**src/sv/ciw_pkg.sv**
```systemverilog
// ciw_pkg: shared types and constants for the completion id window.
// Used by ciw_cell, ciw_hit_tree and completion_id_window. No dependencies.
package ciw_pkg;

    localparam int DEPTH_DEF    = 64;
    localparam int ID_WIDTH_DEF = 32;
    localparam int GRP_SIZE     = 8;

    localparam logic [1:0] OP_PUSH  = 2'd0;
    localparam logic [1:0] OP_QUERY = 2'd1;
    localparam logic [1:0] OP_ERASE = 2'd2;

    typedef enum logic [2:0] {
        S_IDLE,
        S_EXEC,
        S_SHIFT,
        S_QRY1,
        S_QRY2,
        S_DONE
    } t_state;

    typedef struct packed {
        logic push;
        logic shift;
        logic mark;
    } t_cell_cmd;

endpackage

```
**src/sv/ciw_cell.sv**
```systemverilog
// ciw_cell: one slot of the window chain; holds a valid flag, an erased flag and an id.
// Shifts toward the head on command. Depends on ciw_pkg.
module ciw_cell
    import ciw_pkg::*;
#(
    parameter int ID_WIDTH = ID_WIDTH_DEF
) (
    input  logic                i_clk,
    input  logic                i_rst_n,
    input  t_cell_cmd           i_cmd,
    input  logic [ID_WIDTH-1:0] i_id,
    input  logic                i_prev_valid,
    input  logic                i_nxt_valid,
    input  logic                i_nxt_erased,
    input  logic [ID_WIDTH-1:0] i_nxt_id,
    output logic                o_valid,
    output logic                o_erased,
    output logic [ID_WIDTH-1:0] o_id,
    output logic                o_hit
);

    logic                r_valid;
    logic                r_erased;
    logic [ID_WIDTH-1:0] r_id;
    logic                r_hit;
    logic                w_match;

    assign w_match = (r_id == i_id);

    always_ff @(posedge i_clk) begin
        if (!i_rst_n) begin
            r_valid <= 1'b0;
        end else if (i_cmd.shift) begin
            r_valid <= i_nxt_valid;
        end else if (i_cmd.push && !r_valid && i_prev_valid) begin
            r_valid <= 1'b1;
        end
    end

    always_ff @(posedge i_clk) begin
        if (i_cmd.shift) begin
            r_erased <= i_nxt_erased;
            r_id     <= i_nxt_id;
        end else if (i_cmd.push && !r_valid && i_prev_valid) begin
            r_erased <= 1'b0;
            r_id     <= i_id;
        end else if (i_cmd.mark && r_valid && w_match) begin
            r_erased <= 1'b1;
        end
        r_hit <= r_valid && !r_erased && w_match;
    end

    assign o_valid  = r_valid;
    assign o_erased = r_erased;
    assign o_id     = r_id;
    assign o_hit    = r_hit;

endmodule

```
**src/sv/ciw_hit_tree.sv**
```systemverilog
// ciw_hit_tree: two-level registered OR of the per-cell query hits.
// Depends on ciw_pkg.
module ciw_hit_tree
    import ciw_pkg::*;
#(
    parameter int DEPTH = DEPTH_DEF
) (
    input  logic             i_clk,
    input  logic [DEPTH-1:0] i_hits,
    output logic             o_any
);

    localparam int NGRP = (DEPTH + GRP_SIZE - 1) / GRP_SIZE;

    logic [NGRP*GRP_SIZE-1:0] w_pad;
    logic [NGRP-1:0]          n_grp;
    logic [NGRP-1:0]          r_grp;
    logic                     r_any;

    assign w_pad = (NGRP*GRP_SIZE)'(i_hits);

    always_comb begin
        for (int g = 0; g < NGRP; g++) begin
            n_grp[g] = |w_pad[g*GRP_SIZE +: GRP_SIZE];
        end
    end

    always_ff @(posedge i_clk) begin
        r_grp <= n_grp;
        r_any <= |r_grp;
    end

    assign o_any = r_any;

endmodule

```
**src/sv/completion_id_window.sv**
```systemverilog
// completion_id_window: ordered window of finished task ids built as a chain of cells.
// Depends on ciw_pkg, ciw_cell, ciw_hit_tree.
//
//  channel | valid   | stall   | payload
//  --------+---------+---------+------------------------------
//  in      | i_valid | o_stall | i_op, i_task_id
//  out     | o_valid | i_stall | o_found, o_status, o_occupancy
//
// Push, non-head erase and idle codes pass the exec and done states; a query also
// passes the two query states (hit OR tree). An erase at the head passes the shift
// state, which shifts out further erased entries; the chain moves one slot per cycle.
// One transfer is in work at a time; o_stall is high outside the idle state.
// A result waits in the done state while the output register is stalled.
// Reset is synchronous and empties the window.
module completion_id_window
    import ciw_pkg::*;
#(
    parameter int DEPTH    = DEPTH_DEF,
    parameter int ID_WIDTH = ID_WIDTH_DEF
) (
    input  logic                       i_clk,
    input  logic                       i_rst_n,
    input  logic                       i_valid,
    output logic                       o_stall,
    input  logic [1:0]                 i_op,
    input  logic [31:0]                i_task_id,
    output logic                       o_valid,
    input  logic                       i_stall,
    output logic                       o_found,
    output logic                       o_status,
    output logic [$clog2(DEPTH+1)-1:0] o_occupancy
);

    localparam int CW = $clog2(DEPTH + 1);

    t_state              r_state, n_state;
    logic [1:0]          r_op;
    logic [ID_WIDTH-1:0] r_id;
    logic [CW-1:0]       r_count, n_count;
    logic                r_status_p, n_status_p;
    logic                r_out_valid, n_out_valid;
    logic                r_found, r_status;
    logic [CW-1:0]       r_occ;
    logic                w_load;
    logic                w_any;
    logic                w_full;
    logic                w_head_hit;
    t_cell_cmd           w_cmd;

    logic [DEPTH-1:0]    w_valid;
    logic [DEPTH-1:0]    w_erased;
    logic [ID_WIDTH-1:0] w_id [DEPTH];
    logic [DEPTH-1:0]    w_hits;

    for (genvar i = 0; i < DEPTH; i++) begin : g_cell
        logic                c_prev_valid;
        logic                c_nxt_valid;
        logic                c_nxt_erased;
        logic [ID_WIDTH-1:0] c_nxt_id;

        if (i == 0) begin : g_first
            assign c_prev_valid = 1'b1;
        end else begin : g_rest
            assign c_prev_valid = w_valid[i-1];
        end

        if (i == DEPTH - 1) begin : g_last
            assign c_nxt_valid  = 1'b0;
            assign c_nxt_erased = 1'b0;
            assign c_nxt_id     = '0;
        end else begin : g_mid
            assign c_nxt_valid  = w_valid[i+1];
            assign c_nxt_erased = w_erased[i+1];
            assign c_nxt_id     = w_id[i+1];
        end

        ciw_cell #(
            .ID_WIDTH(ID_WIDTH)
        ) u_cell (
            .i_clk       (i_clk),
            .i_rst_n     (i_rst_n),
            .i_cmd       (w_cmd),
            .i_id        (r_id),
            .i_prev_valid(c_prev_valid),
            .i_nxt_valid (c_nxt_valid),
            .i_nxt_erased(c_nxt_erased),
            .i_nxt_id    (c_nxt_id),
            .o_valid     (w_valid[i]),
            .o_erased    (w_erased[i]),
            .o_id        (w_id[i]),
            .o_hit       (w_hits[i])
        );
    end

    ciw_hit_tree #(
        .DEPTH(DEPTH)
    ) u_tree (
        .i_clk (i_clk),
        .i_hits(w_hits),
        .o_any (w_any)
    );

    assign w_full     = (r_count == CW'(DEPTH));
    assign w_head_hit = (r_count != '0) && (w_id[0] == r_id);
    assign w_load     = (r_state == S_DONE) && (!r_out_valid || !i_stall);

    // next state
    always_comb begin
        n_state = r_state;
        unique case (r_state)
            S_IDLE: begin
                if (i_valid) n_state = S_EXEC;
            end
            S_EXEC: begin
                if (r_op == OP_QUERY) begin
                    n_state = S_QRY1;
                end else if (r_op == OP_ERASE && w_head_hit) begin
                    n_state = S_SHIFT;
                end else begin
                    n_state = S_DONE;
                end
            end
            S_SHIFT: begin
                if (!(r_count != '0 && w_erased[0])) n_state = S_DONE;
            end
            S_QRY1:  n_state = S_QRY2;
            S_QRY2:  n_state = S_DONE;
            S_DONE: begin
                if (!r_out_valid || !i_stall) n_state = S_IDLE;
            end
            default: n_state = S_IDLE;
        endcase
    end

    // outputs and datapath control
    always_comb begin
        w_cmd      = '0;
        n_count    = r_count;
        n_status_p = r_status_p;
        unique case (r_state)
            S_IDLE: begin
                n_status_p = 1'b0;
            end
            S_EXEC: begin
                if (r_op == OP_PUSH) begin
                    if (w_full) begin
                        n_status_p = 1'b1;
                    end else begin
                        w_cmd.push = 1'b1;
                        n_count    = r_count + CW'(1);
                    end
                end else if (r_op == OP_ERASE && r_count != '0) begin
                    if (w_head_hit) begin
                        w_cmd.shift = 1'b1;
                        n_count     = r_count - CW'(1);
                    end else begin
                        w_cmd.mark = 1'b1;
                    end
                end
            end
            S_SHIFT: begin
                if (r_count != '0 && w_erased[0]) begin
                    w_cmd.shift = 1'b1;
                    n_count     = r_count - CW'(1);
                end
            end
            S_QRY1, S_QRY2, S_DONE: begin
            end
            default: begin
            end
        endcase
    end

    always_comb begin
        n_out_valid = r_out_valid;
        if (r_out_valid && !i_stall) n_out_valid = 1'b0;
        if (w_load) n_out_valid = 1'b1;
    end

    always_ff @(posedge i_clk) begin
        if (!i_rst_n) begin
            r_state     <= S_IDLE;
            r_count     <= '0;
            r_status_p  <= 1'b0;
            r_out_valid <= 1'b0;
        end else begin
            r_state     <= n_state;
            r_count     <= n_count;
            r_status_p  <= n_status_p;
            r_out_valid <= n_out_valid;
        end
    end

    always_ff @(posedge i_clk) begin
        if (r_state == S_IDLE && i_valid) begin
            r_op <= i_op;
            r_id <= ID_WIDTH'(i_task_id);
        end
        if (w_load) begin
            r_found  <= (r_op == OP_QUERY) && w_any;
            r_status <= r_status_p;
            r_occ    <= r_count;
        end
    end

    assign o_stall     = (r_state != S_IDLE);
    assign o_valid     = r_out_valid;
    assign o_found     = r_found;
    assign o_status    = r_status;
    assign o_occupancy = r_occ;

endmodule
```
**config.mk**
```make
export PLATFORM = sky130hd
export DESIGN_NAME = completion_id_window
export DESIGN_NICKNAME = d
export VERILOG_FILES = /design/src/sv/ciw_pkg.sv /design/src/sv/ciw_cell.sv /design/src/sv/ciw_hit_tree.sv /design/src/sv/completion_id_window.sv
export SDC_FILE = /design/constraint.sdc
export NUM_CORES = 2
export LEC_CHECK = 0
export BUFFER_PORTS_ARGS = -buffer_cell sky130_fd_sc_hd__buf_2
export CAP_MARGIN = 20
export CORE_ASPECT_RATIO = 1.1
export CORE_MARGIN = 2
export CORE_UTILIZATION = 50
export DETAILED_ROUTE_END_ITERATION = 7
export HOLD_SLACK_MARGIN = 0.08
export PLACE_DENSITY = 0.65
export SYNTH_ARGS = -nofsm -noshare
export SYNTH_HDL_FRONTEND = slang
export SYNTH_SLANG_ARGS = --single-unit
```
**constraint.sdc**
```tcl
create_clock -name i_clk -period 14.83 [get_ports i_clk]
set_clock_uncertainty 0.2 [all_clocks]
set_input_delay 0.7415 -clock i_clk [delete_from_list [all_inputs] [get_ports i_clk]]
set_output_delay 0.7415 -clock i_clk [all_outputs]
set_load 0.05 [all_outputs]
```
* Word level (Yosys, flattened, before mapping)
Cells that the tools add are included.
** Word-level totals
- Bits in registers :: 2304
- Input bits :: 38
- Output and inout bits :: 11
- Logic and storage cells :: 1488
** Cells by class
- $add $sub $neg :: 2
- Eq/ne operators :: 81
- Muxes and demuxes :: 468
- Bitwise operators :: 1
- Reductions and logical operators :: 669
** Operators with widths (number)
- 2-to-1 mux 32 bit :: 126
- equality test 32 bit :: 64
- logical AND 1 bit :: 391
- 2-to-1 mux 1 bit :: 326
- nonzero test 3 bit :: 64
- nonzero test 2 bit :: 66
- zero test 1 bit :: 130
- OR reduction 8 bit :: 9
- 2-to-1 mux 7 bit :: 5
- case mux 3 bit (6 select lines) :: 1
- 2-to-1 mux 3 bit :: 5
- case mux 7 bit (2 select lines) :: 1
- != test 2 bit, second input constant :: 5
- != test 3 bit, second input constant :: 3
- adder 7 x 1 -> 7 bit, second input constant :: 1
- equality test 7 bit, second input constant :: 1
- nonzero test 7 bit :: 1
- subtractor 7 x 1 -> 7 bit, second input constant :: 1
- equality test 3 x 2 -> 1 bit, second input constant :: 2
- equality test 3 bit, second input constant :: 2
- AND reduction 3 bit :: 2
- AND reduction 5 bit :: 1
- 2-to-1 mux 2 bit :: 2
- case mux 1 bit (2 select lines) :: 2
- 9 further kinds :: 10

* Logic depth before layout (Yosys ltp)
- Depth in word-level cells :: 11
- Depth in mapped cells :: 12
- Depth with buffers taken out :: 8

* Cells and area by module
Synthesis repeated with hierarchy kept, for this count alone.
** Second synthesis, totals
- Cell total of the unflattened synthesis :: 8120
- Area total of the unflattened synthesis :: 119414.5 um^2
** By module, submodules not included
- ciw_cell :: instances 64, cells each 123, area each 1819.2 um^2
- completion_id_window :: instances 1, cells each 212, area each 2656.3 um^2
- ciw_hit_tree :: instances 1, cells each 36, area each 326.6 um^2

* Worst setup path before layout
OpenSTA, ideal clock, no wires.
- Path type :: reg-to-reg
- Start :: reg r_state[2]
- End :: reg g_cell[10].u_cell.r_id[0] (enable)
- Setup time :: 0.466 ns
- Arrival :: 4.189 ns
- Slack :: 9.975 ns
- Cell stages (with the launch flop) :: 10
- Path buffers :: 4
- Cells stage by stage :: dfxtp_1 -> buf_2 -> nor3b_1 -> nand2_1 -> nor2b_1 -> buf_2 -> clkbuf_1 -> clkbuf_1 -> nand2_1 -> o21ai_0
** Between the ends
- Cells in the longest elaborated chain, start to end :: 5
- Elaborated cells between the ends (all ways) :: 7
- Classes of those cells :: 2 x eq/ne; 2 x mux; 3 x reduce/logical
** RTL lines
- from (decl) :: RTL line completion_id_window.sv:36 : t_state r_state, n_state;
- from (signal assigned) :: RTL line completion_id_window.sv:187 : r_state <= n_state;
- equality test 3 x 1 -> 1 bit :: RTL line completion_id_window.sv:140 : unique case (r_state)
- 2-to-1 mux 1 bit :: RTL line completion_id_window.sv:140
- logical AND 1 bit (2 in series) :: RTL line ciw_cell.sv:44 : end else if (i_cmd.push && !r_valid && i_prev_valid) begin
- nonzero test 2 bit (no line) (*)
- to (signal assigned) :: RTL line ciw_cell.sv:43 : r_id <= i_nxt_id;
- to (signal assigned) :: RTL line ciw_cell.sv:46 : r_id <= i_id;
- to (decl) :: RTL line ciw_cell.sv:24 : logic [ID_WIDTH-1:0] r_id;
Every way passes the cells marked *; elsewhere a longest branch is shown, timed or not.
A chain may end at the register's enable or synchronous reset.

* Worst setup path after layout
- Start :: reg r_id[15]
- End :: reg g_cell[10].u_cell.r_id[5], data pin
** Between the ends
- Cells in the longest elaborated chain, start to end :: 7
** RTL lines
- from (decl) :: RTL line completion_id_window.sv:38 : logic [ID_WIDTH-1:0] r_id;
- from (signal assigned) :: RTL line completion_id_window.sv:197 : r_id <= ID_WIDTH'(i_task_id);
- equality test 32 bit :: RTL line completion_id_window.sv:104 : assign w_head_hit = (r_count != '0) && (w_id[0] == r_id);
- logical AND 1 bit :: RTL line completion_id_window.sv:104
- 2-to-1 mux 1 bit :: RTL line completion_id_window.sv:153 : if (w_head_hit) begin
- 2-to-1 mux 2 bit :: RTL line completion_id_window.sv:152 : end else if (r_op == OP_ERASE && r_count != '0) begin
- 2-to-1 mux 2 bit :: RTL line completion_id_window.sv:145 : if (r_op == OP_PUSH) begin
- case mux 1 bit (2 select lines) :: RTL line completion_id_window.sv:140
- 2-to-1 mux 32 bit :: RTL line ciw_cell.sv:41 : if (i_cmd.shift) begin
No other way between the ends.

==> flow_metrics.tcl <==
set metrics [dict create \
    setup_viol 0 \
    chipWidth_um 461 \
    cts_tree "done" \
    viasPerCell 6.57 \
    dieHeight_um 506 \
    max_stage_delay_ns 0.95 \
    synth_top_area_share_pct 55.6 \
    leakagePower_uw 0.0478 \
    post-route-drc-count 0 \
    rsz0062_at_grt "false" \
    postRouteAntennaNets 0 \
    overflow 0 \
    synth_common_cells "edfxtp_1, a21o_1, xnor2_1" \
    critical-path-slowest-cell "buf_4" \
    grt_use_total_pct 33.6 \
    crit_chain "buf_12 -> xor2_1 -> nor4_1 -> nand4_1 -> or3_4 -> nand2_8 -> buf_4 -> buf_4 -> buf_4 -> a21o_1" \
    relSlewSlack_pct 9.54 \
    worst_r2r_path_depth 10 \
    maxCapViolations 0 \
    period_share_pct 47.8 \
    grt_pass1_wl_um 561000 \
    worstSkewPairLatency_ns 0.95 \
    postCtsSetupRepairBufs 0 \
    clockRootBuffer "clkbuf_16" \
    synth_xor_area_share_pct 15.6 \
    max_freq_mhz 141 \
    postSynthAreaPerCell_um2 13.2 \
    synth_compound_area_share_pct 15.7 \
    synth_top_family_by_area "compound AO/OA/AOI/OAI gates" \
    hold_ws_ns 0.214 \
    cp.arrival_ns 7.67 \
    fill_cells 18800 \
    power.density_mw_per_mm2 140 \
    yosysSeqAreaShare_pct 58.8 \
    crit_top_cell "buf_4" \
    drt_wl_total_um 398000 \
    hold_end "u_tree.r_grp[2]$_DFF_P_" \
    worstMarginPinSlew_ns 1.36 \
    synth_edf_count 2122 \
    r2r_end "g_cell[10].u_cell.o_id[5]$_DFFE_PP_" \
    num_io_pins 49 \
    avgRoutedWirePerCell_um 34.3 \
    clock_path_buffers 3 \
    start_util_pct 50.3 \
    worstSetupStartpointType "register" \
    synth_nets 8700 \
    yosysMostFrequentCell "edfxtp_1" \
    post-route-util_pct 54.3 \
    cts_sinks 2304 \
    min_period_ns 7.08 \
    drt-pass1-iter-count 6 \
    cp.required_ns 15.41 \
    irDropWorstVdd_mv 0.141 \
    dp_hpwl_um 230000 \
    die_area_mm2 0.233 \
    path_clk_slew_ns 0.07 \
    synthMuxAreaShare_pct 0.0437 \
    setup_tns_ns 0 \
    reg2reg_slack_ns 7.75 \
    gp_congestion 0.918 \
    synth_adder_area_share_pct 0.0218 \
    antenna_found_initial 9 \
    htreeDepth 4 \
    async_flop_share_pct 0 \
    whs_path_depth 2 \
    min_path_type "register to register" \
    grt_max_degree 259 \
    drive_gt1_share_pct 8.29 \
    num_rows 184 \
    netlist_top_cells_area "edfxtp_1, a21o_1, xnor2_1, dfxtp_1, xor2_1" \
    hp-start "g_cell[22].u_cell.o_hit$_DFF_P_" \
    yosysTopAreaCell "edfxtp_1" \
    synth_ff_type "edfxtp_1" \
    syn2layout_area_growth_pct 8.13 \
    synth_simple_gate_area_share_pct 5.26 \
    synth.distinct_cells 55 \
    worstPathMaxFanout 157 \
    hold_viol 0 \
    synth_cells 8660 \
    synth_warnings 0 \
    r2r-start "r_id[15]$_DFFE_PP_" \
    coreArea_mm2 0.228 \
    endpoint_kind "register" \
    final_nets 8386 \
    ys_seq_elements 2304 \
    status "finished, final reports clean" \
    port_buffers 48 \
    dr.first_iter.drc_count 10800 \
    synth_area_mm2 0.115 \
    grt_pass1_vias 75300 \
    numCtsBuffers 234 \
    finalMaxSlewViolations 0 \
    vias 76400 \
    critPathKind "register to register" \
]
==> logic make-up after synthesis <==
group / after synthesis
AOI/OAI and AO/OA: 2440
xor gates and xnor gates: 2043
adders and majority gates: 2
buffers and inverters: 840
DFF: 2304
muxes: 5
and+or+nand+nor: 1026
==> cells in the final DEF, fill, tap and decap left out, types with 63 or more instances in the layout <==
cell type and count:
a21o_1 2016, a21oi_1 140, buf_4 166, clkbuf_16 238
dfxtp_1 182, edfxtp_1 2122, nand2_1 148, nand3_1 66
nand4_1 424, nor2_1 75, nor4_1 167, o21ai_2 63
o22a_1 64, xnor2_1 1662, xor2_1 381
==> worst max-delay path, delay by kind of cell, from the launching register on <==
family,cells,cell delay [ns]
buffers and inverters,4,3.27
AOI/OAI and AO/OA,1,0.24
xor gates and xnor gates,1,0.16
DFF,1,0.37
and+or+nand+nor,4,2.07
==> per-stage QoR <==
step / std cells / setup WS, ns / cell area [um^2] / power (uW)
6_report: 11600 / 7.75 / 124000 / 17300
5_1_grt: 11600 / 7.61 / 124000 / 17700
4_1_cts: 11600 / 8.06 / 124000 / 17200
3_5_place_dp: 11100 / 8.12 / 116000 / 11200
3_3_place_gp: 11100 / 8.21 / 116000 / 11200
2_1_floorplan: 8660 / 9.98 / 115000 / 10100
==> power by group <==
part / internal [uW] / switching (uW) / leakage (uW) / total [uW]
Sequential: 7510 / 162 / 0.0207 / 7670
Clock: 3440 / 2690 / 0.00388 / 6130
Combinational: 1240 / 2300 / 0.0233 / 3540
==> final cells by class <==
class                   count  area (um^2)  area share (%)
multi-input cells        5516        42400            34.2
well taps                3069         3840            3.10
inverters                  11         42.5          0.0343
diodes                      7         17.5          0.0141
flip-flops and latches   2304        67400            54.3
clock inverters           111         1280            1.04
repair buffers            279         2440            1.97
clock buffers             330         6620            5.34
==> flip-flops by register name (all words and copies together), names as in the netlist <==
name and flops:
r_count 7, o_valid 1, r_op 2, o_found 1
u_tree.o_any 1, o_status 1, g_cell.u_cell.o_id 2048, g_cell.u_cell.o_erased 64
g_cell.u_cell.o_hit 64, o_occupancy 7, r_id 32, r_status_p 1
u_tree.r_grp 8, r_state 3, g_cell.u_cell.o_valid 64
==> how the worst max path moves through the flow <==
| stage | from | endpoint |
|---|---|---|
| 2_1_floorplan | r_state[2]$_SDFFE_PN0P_ | g_cell[10].u_cell.o_id[0]$_DFFE_PP_ |
| 3_3_place_gp | r_id[15]$_DFFE_PP_ | g_cell[9].u_cell.o_id[21]$_DFFE_PP_ |
| 3_5_place_dp | r_id[15]$_DFFE_PP_ | g_cell[9].u_cell.o_id[14]$_DFFE_PP_ |
| 4_1_cts | r_id[15]$_DFFE_PP_ | g_cell[52].u_cell.o_id[25]$_DFFE_PP_ |
| 5_1_grt | r_id[15]$_DFFE_PP_ | g_cell[52].u_cell.o_id[25]$_DFFE_PP_ |
| 6_report | r_id[15]$_DFFE_PP_ | g_cell[10].u_cell.o_id[5]$_DFFE_PP_ |
==> routing by layer <==
metal	part of all wire, %	global-route usage [%]
met1	38	44.6
met2	45	52.3
met3	11	7.01
met4	5.9	16.8
met5	0.0095	0
==> timing repair <==
action / 4_1_cts / 5_1_grt
hold buffers: 36 / 0
hold endpoints to repair: 36 / 0
resized for setup: 0 / 0
(Power assumes the default switching activity.)
